--- src/rmq_div.sv ---
// Pipelined restoring divider, one quotient bit per stage, with clamping and saturation.
module rmq_div #(
  parameter int NW = 32,
  parameter int DW = 18
) (
  input  logic                clk,
  input  logic                rst,
  input  logic                in_valid,
  input  logic [NW-1:0]       num,
  input  logic [DW-1:0]       den,
  input  logic                neg,
  output logic signed [15:0]  quot
);
  // Stage arrays: partial remainder, divisor, quotient bits, sign.
  logic [DW:0]   rem  [NW+1];
  logic [NW-1:0] nsh  [NW+1];
  logic [DW-1:0] dv   [NW+1];
  logic          sg   [NW+1];
  logic          vl   [NW+1];
  logic [NW-1:0] q;
  logic [NW:0]   qc;
  logic signed [17:0] sq;

  assign rem[0] = '0;
  assign nsh[0] = num;
  assign dv[0]  = den;
  assign sg[0]  = neg;
  assign vl[0]  = in_valid;

  // One restoring step per register stage; quotient bits shift into nsh.
  for (genvar i = 0; i < NW; i++) begin : g_st
    logic [DW+1:0] sh;
    logic [DW+1:0] df;
    assign sh = {rem[i], nsh[i][NW-1]};
    assign df = sh - {2'b00, dv[i]};
    always_ff @(posedge clk) begin
      if (rst) begin
        vl[i+1] <= 1'b0;
      end else begin
        vl[i+1] <= vl[i];
      end
      dv[i+1] <= dv[i];
      sg[i+1] <= sg[i];
      if (!df[DW+1]) begin
        rem[i+1] <= df[DW:0];
        nsh[i+1] <= {nsh[i][NW-2:0], 1'b1};
      end else begin
        rem[i+1] <= sh[DW:0];
        nsh[i+1] <= {nsh[i][NW-2:0], 1'b0};
      end
    end
  end

  // Clamp to 65536, apply sign, then saturate.
  always_comb begin
    q  = nsh[NW];
    qc = {1'b0, q};
    if (qc > (NW+1)'(65536)) qc = (NW+1)'(65536);
    sq = sg[NW] ? -$signed({1'b0, qc[16:0]}) : $signed({1'b0, qc[16:0]});
    if (sq > 18'sd32767) quot = 16'sh7fff;
    else if (sq < -18'sd32768) quot = 16'sh8000;
    else quot = sq[15:0];
  end
endmodule

--- config.mk ---
export PLATFORM = sky130hd
export DESIGN_NAME = rmq_div
export DESIGN_NICKNAME = d
export VERILOG_FILES = /design/src/rmq_div.sv
export SDC_FILE = /design/constraint.sdc
export NUM_CORES = 2
export LEC_CHECK = 0
export ABC_CLOCK_PERIOD_IN_PS = 4000
export BUFFER_PORTS_ARGS = -buffer_cell sky130_fd_sc_hd__buf_2
export CORE_MARGIN = 2
export CORE_UTILIZATION = 39
export DETAILED_ROUTE_END_ITERATION = 10
export PLACE_DENSITY_LB_ADDON = 0.3
export SLEW_MARGIN = 30
export SYNTH_ARGS = -nofsm -noshare
export SYNTH_HDL_FRONTEND = slang
export SYNTH_SLANG_ARGS = --single-unit
--- constraint.sdc ---
create_clock -name clk -period 4 [get_ports clk]
set_clock_uncertainty 0.15 [all_clocks]
set_input_delay 0.6 -clock clk [delete_from_list [all_inputs] [get_ports clk]]
set_output_delay 0.6 -clock clk [all_outputs]
set_load 0.005 [all_outputs]
# == After elaboration in Yosys (flattened, before gate mapping) ==
# Index checks and enable logic that the tools add are counted.
# op_classes
n_lt_le_gt_ge,3
multipliers,0
n_shift,0
mux,67
n_bitwise,0
div,0
n_addsub,33
n_eq_ne,0
reduce_logical,0
# op_table
op,count
$sub A20 B18 Y20,31
$mux W19,30
$mux W1,33
$gt A32 B17 Y1 const B,1
$mux W16,2
$sub A1 B18 Y19,1
$gt A18 B16 Y1 const B,1
$lt A18 B16 Y1 const B,1
$mux W18,1
$neg A17 Y18,1
$mux W17,1
# totals
latchBits,0
register_bits,2203
rom_bits,0
elab_cells,230
inputBits,54
mem_bits_rw,0
out_inout_bits,16
mem_count,0

# == Depth between registers and ports, before layout ==
# logic_depth
depth_word,7
ltp_mapped,15

# == Worst setup path before layout ==
# No wires, ideal clock.
# synth_timing
path_type,flip-flop to output port
start,reg nsh (netlist bit q[8])
end,out quot[10]
path_stages_with_launch,14
required_ns,3.250
n_path_buf,1
t_arrival_ns,3.323
slack_ns,-0.073
cell_sequence,dfxtp_1 -> or4_4 -> or4_4 -> or3_4 -> a21oi_4 -> nand2_1 -> ha_1 -> nand2_1 -> nor2_1 -> o22a_1 -> o21a_1 -> o21bai_1 -> buf_2 -> o21ai_0
# synth_via
elab_chain_cells,7
# synth_lines
element,line,source
"start, declared",16,logic [NW-1:0] nsh [NW+1];
"start signal, assigned by index",46,"nsh[i+1] <= {nsh[i][NW-2:0], 1'b1};"
"start signal, assigned by index",49,"nsh[i+1] <= {nsh[i][NW-2:0], 1'b0};"
$gt A32 B17 Y1,58,if (qc > (NW+1)'(65536)) qc = (NW+1)'(65536);
$mux W17 *,58,
$neg A17 Y18,59,"sq = sg[NW] ? -$signed({1'b0, qc[16:0]}) : $signed({1'b0, qc[16:0]});"
$mux W18 *,59,
$lt A18 B16 Y1,61,else if (sq < -18'sd32768) quot = 16'sh8000;
$mux W16,61,
$mux W16 *,60,if (sq > 18'sd32767) quot = 16'sh7fff;
"end, declared",12,output logic signed [15:0] quot
# Every way passes the cells marked *; elsewhere a longest branch is shown, timed or not.

# == Worst setup path after layout ==
# layout_timing
start,reg nsh (netlist bit q[8])
end,out quot[9]
# The elaborated chain is that of the path after synthesis.

==> out/results.ini <==
[status]
status = complete, but fails checks
violations = negative setup slack

[clock_tree]
clock-sinks = 2203
numCtsBuffers = 221
path_clk_slew_ps = 60
root_buffer = clkbuf_16
worst_skew_pair.late_latency_ps = 880
cts.path.max_buffers = 3
cts_tree = done
htreeDepth = 4

[global_routing]
grtUsageTotal = 0.1347
grt_antenna_before_repair = 1
grt_pass1_wl_um = 231800
first_global_vias = 48630
overflow = 0
grt_max_degree = 36

[sta]
setup_tns_ps = -10100
finalSetupViolCount = 15
finalCritPeriodShare = 1.182
final-hold-violation-count = 0
max_freq_mhz = 211.5
slew_headroom = 0.3446
fin_crit_ps = 4727
final_max_slew_viol_count = 0
worst_slack_ps = -727.4
worst_pin_slew_ps = 958.3
rsz0062_at_grt = true

[floorplan]
start_util = 0.3930
dieArea_um2 = 205000
rows = 164
die_x_um = 452.8
io-pin-count = 70
core-area_um2 = 199900
die-height_um = 452.8

[setup_path]
path_cells = or4_4 -> or4_4 -> or3_4 -> a21oi_4 -> nand2_2 -> ha_4 -> nand2_4 -> nor2_2 -> o22a_1 -> o21a_1 -> o21bai_4 -> buf_6 -> o21ai_2 -> buf_2
crit_type = register to primary output
cp_slowest_cell = or4_4
start_kind = register
cp_common_cell = or4_4
max_stage_delay_ps = 530
critical_path.max_fanout = 5
crit_path_end_kind = primary output
worstPathRequired_ps = 3250
cp.arrival_ps = 3980

[detailed_routing]
drc = 0
drtPass1Iterations = 7
drt-total-wl_um = 139800
drt_iter0_markers = 2091
routed.top_layer = met4
dr_wl_met3_um = 4986
routedWlPerCell_um = 13.50
wl_met1_um = 62620
antenna_left = 0
vias = 48860
wl_met2_um = 67850
via_per_inst = 4.718

[logic_synthesis]
synth-seq-cells = 2203
yosys_warnings = 0
syn_area_um2 = 78550
synth_largest_area_cell = dfxtp_1
ys_top_cells_by_area = dfxtp_1, ha_1, mux2_2
synth-simple-area-share = 0.07320
synth_ff_type = dfxtp_1
synthAdderAreaFrac = 0.09685
synthMuxAreaShare = 0.05316
syn_area_per_cell_um2 = 10.96
synthCells = 7168
synth_compound_area_frac = 0.1243
synth_top_family_by_area = compound AO/OA/AOI/OAI gates
synth_edf_count = 0
synth_xor_area_frac = 0.05152
synth_cell_types = 90
yosys.area.top_type_share = 0.5615
async_flop_share = 0
ys_seq_area_frac = 0.5615

[finish]
drive_above_1_share = 0.1252
layout_commonest_cell = dfxtp_1
stdcell_count = 10360
fillCellCount = 18340
fin_util = 0.4545
layout.nets = 8153
final_cell_mix = dfxtp_1, inv_1, ha_1
num_antenna_cells = 0
area_growth_pct = 15.66

[place]
post-place-cells = 9885
portBuffers = 67
place_congestion = 0.8571
hpwl_um = 102900
pre_cts_slack_ps = -37.42

[run]
maxCapViolations = 0

[pwr]
powerDensity_nw_per_um2 = 946.9
ir_drop_uv = 533.4
power.leakage_nw = 40.77

[worst_hold_path]
hp-class = register to register

-- cells in the mapped netlist (12+ instances only) --
cell type	number
nand3_1	69
nor3_1	72
o2111ai_1	18
nand2b_1	52
a211oi_2	16
or3_1	19
o22ai_1	16
xor2_1	153
and3_1	48
o21bai_1	26
xnor2_1	273
a21oi_1	454
inv_1	716
o21ai_1	12
a21o_1	167
mux2i_1	47
nor2_1	352
clkbuf_1	41
nand2_1	390
ha_1	560
mux2_2	321
buf_4	12
o31ai_1	41
buf_2	13
nand4_1	29
a21boi_0	17
a211oi_1	34
dfxtp_1	2203
o21a_1	84
nor2b_1	110
a311oi_1	28
a31oi_1	54
o211ai_1	21
xnor2_2	14
o31a_1	28
a2111oi_0	17
fa_1	30
o21ai_0	405
-- metrics by stage --
| step | instance area, µm² | power, W | hold slack, ps |
|---|---|---|---|
| floorplan | 78580 | 0.05764 | 159.6 |
| global placement | 82400 | 0.06430 | 159.5 |
| detailed placement | 82410 | 0.06516 | 162.1 |
| CTS | 90780 | 0.08699 | 124.6 |
| global route | 90840 | 0.09232 | 153.1 |
| finish | 90840 | 0.08602 | 130.9 |
-- report_power, final --
part | switching (W) | internal [W] | leakage, nW
combinational | 0.0171 | 0.0161 | 18.4
clock | 0.00855 | 0.0126 | 3.78
sequential | 0.00305 | 0.0286 | 18.6
-- worst max-delay path: cells and delay by family, from the launching register on --
family | cells | cell delay [ps]
AOI/OAI and AO/OA | 5 | 850
buffers and inverters | 2 | 270
adders and majority gates | 1 | 180
DFF | 1 | 320
and+or+nand+nor | 6 | 1520
-- final timing paths --
path | from | endpoint | slack, ps | cells after the start
setup / recovery | q[8] | quot[9] | -730 | 14
hold reg to reg | nsh[640] | nsh[609] | 130 | 0
hold / removal | nsh[640] | nsh[609] | 130 | 0
setup reg to reg | dv[469] | g_st[7].sh[1] | 340 | 12
-- final cells by class --
type	instances	area, µm²	share of cell area
multi-input cells	4180	31590	0.3477
well taps	2656	3323	0.03658
flip-flops and latches	2203	44100	0.4855
repair buffers	186	1389	0.01529
clock inverters	107	1491	0.01642
inverters	717	2691	0.02963
clock buffers	306	6260	0.06891
-- cell families after synthesis --
kind of cell | count (synthesis)
fa+ha+maj | 590
flops | 2203
compound gates | 1539
other cells | 1
mux | 374
simple gates | 1223
buf+inv | 794
xor+xnor | 444
-- flip-flops by register name, indices dropped and copies added (netlist names) --
name and flops:
dv 558, g_st.sh 620, nsh 961, q 32, sg 32
-- per-layer routing --
metal  track usage  vias up
met5             0        -
met2        0.2391      692
met1        0.1598    22720
met3       0.02543      285
met4       0.05234        0
li1              -    25170
-- timing repair --
| item | in CTS | in global routing |
|---|---|---|
| resized for setup | 28 | 12 |
| hold endpoints to repair | 61 | 0 |
| buffers inserted | 6 | 1 |
| cloned | 0 | 1 |
| pin swaps | 7 | 5 |
| setup endpoints to repair | 15 | 15 |
| hold buffers | 51 | 0 |
No activity file was read; power rests on OpenSTA's default activity.
